==> src/rtl/kwm_pkg.sv <==
// Package for the k-way merge unit: payload structs, operation and status codes,
// controller states and the command/status structs between controller and datapath.
// No dependencies.
package kwm_pkg;

    // Default configuration of the unit.
    localparam int NUM_LISTS_DEF   = 8;
    localparam int LIST_DEPTH_DEF  = 256;
    localparam int VALUE_WIDTH_DEF = 32;

    // Operation codes carried by an input transaction.
    typedef enum logic [1:0] {
        OP_APPEND = 2'd0,
        OP_PULL   = 2'd1,
        OP_CLEAR  = 2'd2,
        OP_RSVD   = 2'd3
    } t_opcode;

    // Status codes carried by a result transaction.
    typedef enum logic [1:0] {
        STAT_DONE  = 2'd0,
        STAT_EMIT  = 2'd1,
        STAT_EMPTY = 2'd2,
        STAT_FULL  = 2'd3
    } t_status;

    // Input transaction payload.
    typedef struct packed {
        t_opcode            opcode;
        logic [2:0]         list_index;
        logic signed [31:0] value;
    } t_in_item;

    // Result transaction payload.
    typedef struct packed {
        logic signed [31:0] merged_value;
        t_status            status;
        logic               final_value;
    } t_out_item;

    // Controller states.
    typedef enum logic [2:0] {
        S_IDLE,
        S_DECODE,
        S_SCAN,
        S_LAST,
        S_COMMIT,
        S_RESULT
    } t_state;

    // Commands from the controller to the datapath.
    typedef struct packed {
        logic latch;      // capture the accepted input transaction
        logic decode;     // execute append/clear, or start a pull
        logic scan_step;  // read the head of the current list
        logic commit;     // advance the winning list and build the result
        logic out_load;   // move the result into the output register
    } t_dp_cmd;

    // Status from the datapath to the controller.
    typedef struct packed {
        logic pull_work;  // the held item is a pull and elements remain
        logic scan_last;  // the scan is at the last list
        logic out_free;   // the output register can take a result
    } t_dp_sts;

endpackage

==> src/rtl/kwm_ctrl.sv <==
// Controller of the k-way merge unit: sequences decode, head scan, commit
// and result hand-off. Depends on kwm_pkg.
module kwm_ctrl (
    input  logic             i_clk,
    input  logic             i_rst_n,
    input  logic             i_in_valid,
    input  kwm_pkg::t_dp_sts i_sts,
    output kwm_pkg::t_dp_cmd o_cmd,
    output logic             o_in_ready
);

    kwm_pkg::t_state r_state;
    kwm_pkg::t_state n_state;

    // State register.
    always_ff @(posedge i_clk) begin
        if (!i_rst_n) begin
            r_state <= kwm_pkg::S_IDLE;
        end else begin
            r_state <= n_state;
        end
    end

    // Next state and commands.
    always_comb begin
        n_state    = r_state;
        o_cmd      = '0;
        o_in_ready = 1'b0;
        case (r_state)
            kwm_pkg::S_IDLE: begin
                o_in_ready = 1'b1;
                if (i_in_valid) begin
                    o_cmd.latch = 1'b1;
                    n_state     = kwm_pkg::S_DECODE;
                end
            end
            kwm_pkg::S_DECODE: begin
                o_cmd.decode = 1'b1;
                n_state = i_sts.pull_work ? kwm_pkg::S_SCAN : kwm_pkg::S_RESULT;
            end
            kwm_pkg::S_SCAN: begin
                o_cmd.scan_step = 1'b1;
                if (i_sts.scan_last) begin
                    n_state = kwm_pkg::S_LAST;
                end
            end
            kwm_pkg::S_LAST: begin
                // The head read in the final scan cycle is compared here.
                n_state = kwm_pkg::S_COMMIT;
            end
            kwm_pkg::S_COMMIT: begin
                o_cmd.commit = 1'b1;
                n_state      = kwm_pkg::S_RESULT;
            end
            kwm_pkg::S_RESULT: begin
                if (i_sts.out_free) begin
                    o_cmd.out_load = 1'b1;
                    n_state        = kwm_pkg::S_IDLE;
                end
            end
            default: begin
                n_state = kwm_pkg::S_IDLE;
            end
        endcase
    end

endmodule

==> config.mk <==
export PLATFORM = sky130hd
export DESIGN_NAME = kwm_ctrl
export DESIGN_NICKNAME = d
export VERILOG_FILES = /design/src/rtl/kwm_pkg.sv /design/src/rtl/kwm_ctrl.sv
export SDC_FILE = /design/constraint.sdc
export NUM_CORES = 1
export LEC_CHECK = 0
export BUFFER_PORTS_ARGS = -buffer_cell sky130_fd_sc_hd__buf_2
export CAP_MARGIN = 20
export CORE_AREA = 4 4 41 43
export CTS_CLUSTER_SIZE = 24
export DETAILED_ROUTE_END_ITERATION = 12
export DIE_AREA = 0 0 45 47
export GPL_ROUTABILITY_DRIVEN = 0
export HOLD_SLACK_MARGIN = 0.08
export PLACE_DENSITY = 0.4
export SYNTH_ARGS = -nofsm -noshare
export SYNTH_HDL_FRONTEND = slang
export SYNTH_SLANG_ARGS = --single-unit
==> constraint.sdc <==
create_clock -name i_clk -period 1.61 [get_ports i_clk]
set_clock_uncertainty 0.05 [all_clocks]
set_input_delay 0.322 -clock i_clk [delete_from_list [all_inputs] [get_ports i_clk]]
set_output_delay 0.322 -clock i_clk [all_outputs]
set_load 0.03 [all_outputs]
# Yosys cells after proc, flatten, opt, wreduce, memory -nomap -nowiden
# Index checks and enable logic that the tools add are counted.
# W data, S select, Z words.
classes:
  mux: 13
  shift: 0
  order_cmp: 0
  bitwise: 0
  reduce_logical: 2
  mul: 0
  n_div: 0
  add_sub_neg: 0
  n_eq_ne: 8
op_table:
  columns: ["cell", "count"]
  rows:
  - ["$pmux W3 S6", 1]
  - ["$mux W3", 4]
  - ["$mux W1", 8]
  - ["$eq A3 B2 Y1 const B", 2]
  - ["$eq A3 B3 Y1 const B", 2]
  - ["$ne A2 B2 Y1 const B", 3]
  - ["$eq A3 B1 Y1 const B", 1]
  - ["$logic_not A3 Y1", 1]
  - ["$reduce_and A3 Y1", 1]
word_totals:
  mem_bits_rw: 0
  mem_bits_ro: 0
  word_cells: 24
  output_inout_bits: 6
  memories: 0
  reg_bits: 3
  in_bits: 6
  latchBits: 0

# Longest topological paths before layout
logic_depth:
  word_depth: 3
  depth_mapped: 4
  depth_no_buf: 3

# Least setup slack after synthesis
# No wires, ideal clock.
synth_path:
  path_kind: "register -> output"
  from: "register r_state[1]"
  to: "output port o_cmd[4] (netlist bit)"
  setup_slack_ns: -0.276
  arrival_time_ns: 1.514
  n_path_buf: 0
  t_required_ns: 1.238
  path_stages_with_launch: 3
  cell_sequence: "dfxtp_1 > nor3_1 > and2_1"
synth_lines:
  columns: ["element", "line_no", "rtl"]
  rows:
  - ["start: declaration", "kwm_ctrl.sv:12", "kwm_pkg::t_state r_state;"]
  - ["start signal: assignment", "kwm_ctrl.sv:18", "r_state <= kwm_pkg::S_IDLE;"]
  - ["start signal: assignment", "kwm_ctrl.sv:20", "r_state <= n_state;"]
  - ["end: declaration", "kwm_ctrl.sv:8", "output kwm_pkg::t_dp_cmd o_cmd,"]

==> run summary <==
Summed over all layers, the global routing overflow is 0. The final count of pins violating max slew was 0; the number of flip-flops under the largest register name was 3. The synthesized design contains 3 register bits. Using the TritonRoute via totals, the vias-per-cell ratio works out to 4.11. Traced cell by cell, the critical path runs through and4_1 -> buf_2. In this run the worst hold path is classified as in -> reg. The fraction of final layout cells sized beyond drive strength 1 was 0.553; the synthesized net count was 30. The number of buffers inserted for hold repair after clock tree synthesis came out at 0. The most frequent standard cell in the layout excluding fill and tap cells was sky130_fd_sc_hd__buf_2.

The die is 47 µm tall. The count of buffers added on input and output ports is 11. Averaged over all synthesized cells, the footprint is 9.07 µm². TritonCTS built the clock tree.

The run finished with clean final reports. The transition time of the tightest slew-check pin was 0.302 ns. The share of the cycle needed by the critical path after routing was 0.942; the tightest hold margin was 0.288 ns. The logs give 0.23 ns for the clock network latency to the later pin of the worst-skew pair and 218 µm² for the cell area after synthesis. Stage delay of the slowest cell on the critical path: 0.49 ns. In this run the core area contains 13 standard-cell rows.

The cell family contributing the most delay on the critical path is flip-flops. Clock tree synthesis inserted a total of 3 buffers. The run gives 0.0655 as the global-route total usage across every layer. The top-area cell type share of the netlist area was 0.276; the first-iteration detailed-routing DRC count was 0. The logs give 0 for the number of antenna-violating nets in the routed design and 1300 µm² for the floorplan core area. The worst setup path is launched from a flop.

Setup repair after global routing left no endpoint under its margin. Dividing the detail-routed wire length by the instance count gives 10.2 µm. The biggest area consumer among synthesized cells is sky130_fd_sc_hd__dfxtp_1. The clock input transition at the sequential cells of the worst setup and hold paths was 0.04 ns. Via count of the first global-routing pass: 232.

The worst vdd rail ir drop is 339 µV, and the critical-path maximum fanout is 10. The via count of the routed design came out at 218. For the worst setup path, the data required time is 1.24 ns. The run gives 0 ns as the final-layout setup total negative slack. The area growth from synthesis to layout was 44.3%.

The largest register by flop count was r_state. Summed over all cells, the static leakage comes to 0.150 nW. The number of antenna violations at the first check in global routing is 0. The tools report the worst max-slew margin expressed relative to the limit as 0.796. The clock sink total is 3, and the final period demand of the worst path is 1.52 ns. The run gives 0.276 as the fraction of the yosys area taken by sequential cells. Entering global routing, the biggest net connects 11 pins. The number of buffers and inverters on the critical path was 1. After synthesis, the cell types taking the most area are sky130_fd_sc_hd__dfxtp_1 (28%), sky130_fd_sc_hd__nor4bb_2 (7.5%), sky130_fd_sc_hd__mux2_4 (6.9%).

The synthesis warning total came out at 0. The final routed DRC violation total was 0. In this run the cell area measured after placement is 285 µm².

The largest registers in the layout are r_state x3. Deepest level of the CTS H-tree: 1. The die is 45 µm wide. For the total die area, the log shows 2120 µm². The category of the critical setup timing path is reg -> out. The detailed-routing iteration count for the pre-antenna-repair pass is 1. The number of setup violations in the final report is 0. The first-pass GRT wire length is 979 µm. The half-perimeter wire length after placement is 436 µm, and the initial standard-cell utilization of the core is 0.167. The slowest cell on the critical path was sky130_fd_sc_hd__dfxtp_1.

Max-cap violations in this run came to 0. The number of distinct library cells after synthesis is 19. During I/O placement, the number of pins put on the boundary was 12. In the final design database the tool counted 45 nets. 0 antenna diodes ended up in the layout.

The count of endpoints failing hold in the final timing report is 0. For the upper clock frequency limit, the log shows 660 MHz. Including well taps, the total number of placed cells is 49. The final layout contains routed wiring with a total length of 541 µm. Data arrives at the worst endpoint at 1.14 ns. For the post-route standard cell area excluding fillers, the log shows 314 µm².

The logs give 24 for the gate count after technology mapping and 53 for the final cell count without fillers. The top cell types in the final layout, fill and taps aside, are sky130_fd_sc_hd__buf_2 (11), sky130_fd_sc_hd__clkbuf_4 (3), sky130_fd_sc_hd__nor2_1 (2), sky130_fd_sc_hd__nand2_1 (2), sky130_fd_sc_hd__dfxtp_2 (2). The type of destination of the critical path was an output port. In this run the power density over the cells is 1070 nW/µm². For the total design power, the log shows 0.335 mW. The cell sitting at the root of the clock tree is a sky130_fd_sc_hd__clkbuf_4. The clock passes through at most 2 buffers. The worst reg-to-reg setup slack is 0.30 ns.
-- area by class of cell --
class                   instances  area (µm²)
multi-input cells              19         148
flip-flops and latches          3        62.6
inverters                       1        3.75
clock buffers                   4        26.3
well taps                      15        18.8
fillers                       159         987
repair buffers                 11        55.1
-- final timing paths --
| kind | end | startpoint | cells after the start |
|---|---|---|---|
| worst max-delay path | o_cmd[0] | r_state[0] | 2 |
| worst min register to register | r_state[1] | r_state[2] | 1 |
| worst min-delay path | r_state[2] | i_rst_n | 2 |
| worst max register to register | r_state[0] | r_state[0] | 3 |
-- worst reg2reg max path, cell delays in order, from the launching register on --
cell	delay (ns)
sky130_fd_sc_hd__dfxtp_1	0.49
sky130_fd_sc_hd__nor4bb_2	0.41
sky130_fd_sc_hd__a211o_1	0.15
sky130_fd_sc_hd__and3_1	0.14
-- synth_stat cells --
cell type / count
sky130_fd_sc_hd__nand2b_1: 1
sky130_fd_sc_hd__a211o_1: 1
sky130_fd_sc_hd__nand2_1: 2
sky130_fd_sc_hd__mux2i_1: 1
sky130_fd_sc_hd__nor4bb_2: 1
sky130_fd_sc_hd__o311a_1: 1
sky130_fd_sc_hd__inv_2: 1
sky130_fd_sc_hd__and3_1: 1
sky130_fd_sc_hd__and4_1: 1
sky130_fd_sc_hd__nor3b_1: 1
sky130_fd_sc_hd__buf_6: 1
sky130_fd_sc_hd__dfxtp_1: 3
sky130_fd_sc_hd__and2_1: 1
sky130_fd_sc_hd__o21ai_1: 1
sky130_fd_sc_hd__nor3_1: 2
sky130_fd_sc_hd__nor2_1: 2
sky130_fd_sc_hd__nor3b_2: 1
sky130_fd_sc_hd__a21oi_1: 1
sky130_fd_sc_hd__mux2_4: 1
-- logic make-up (layout without fill, tap and decap cells) --
| kind of cell | Yosys count | count (layout) | share of synthesized area |
|---|---|---|---|
| mux | 2 | 2 | 0.115 |
| buf+inv | 2 | 16 | 0.0689 |
| compound gates | 4 | 4 | 0.132 |
| simple gates | 13 | 13 | 0.408 |
| flops | 3 | 3 | 0.276 |
-- per-stage QoR --
stage               setup slack, ns   util
floorplan                   -0.0130      -
global placement              0.260  0.219
detailed placement            0.216  0.219
CTS                         0.00518  0.240
global route                 0.0115  0.241
finish                       0.0938  0.241
-- layer usage --
metal / up-vias / track usage / wire length (µm) / share of wire
li1: 116 / - / - / -
met1: 97 / 0.0658 / 236 / 0.44
met2: 5 / 0.107 / 284 / 0.52
met3: 0 / 0.0153 / 20 / 0.037
met4: 0 / 0.0702 / 0 / 0
met5: - / 0 / 0 / 0
-- power by group --
part | switching, mW | total (mW) | internal [mW]
sequential | 0.0184 | 0.102 | 0.0834
combinational | 0.0615 | 0.104 | 0.0427
clock | 0.0358 | 0.129 | 0.0927
total | 0.116 | 0.335 | 0.219
-- repair_timing --
item                       4_1_cts  5_1_grt
buffers inserted                 0        0
gates resized for setup          1        1
setup endpoints to repair        1        1
Note: power is estimated with default switching activity, not from simulation.
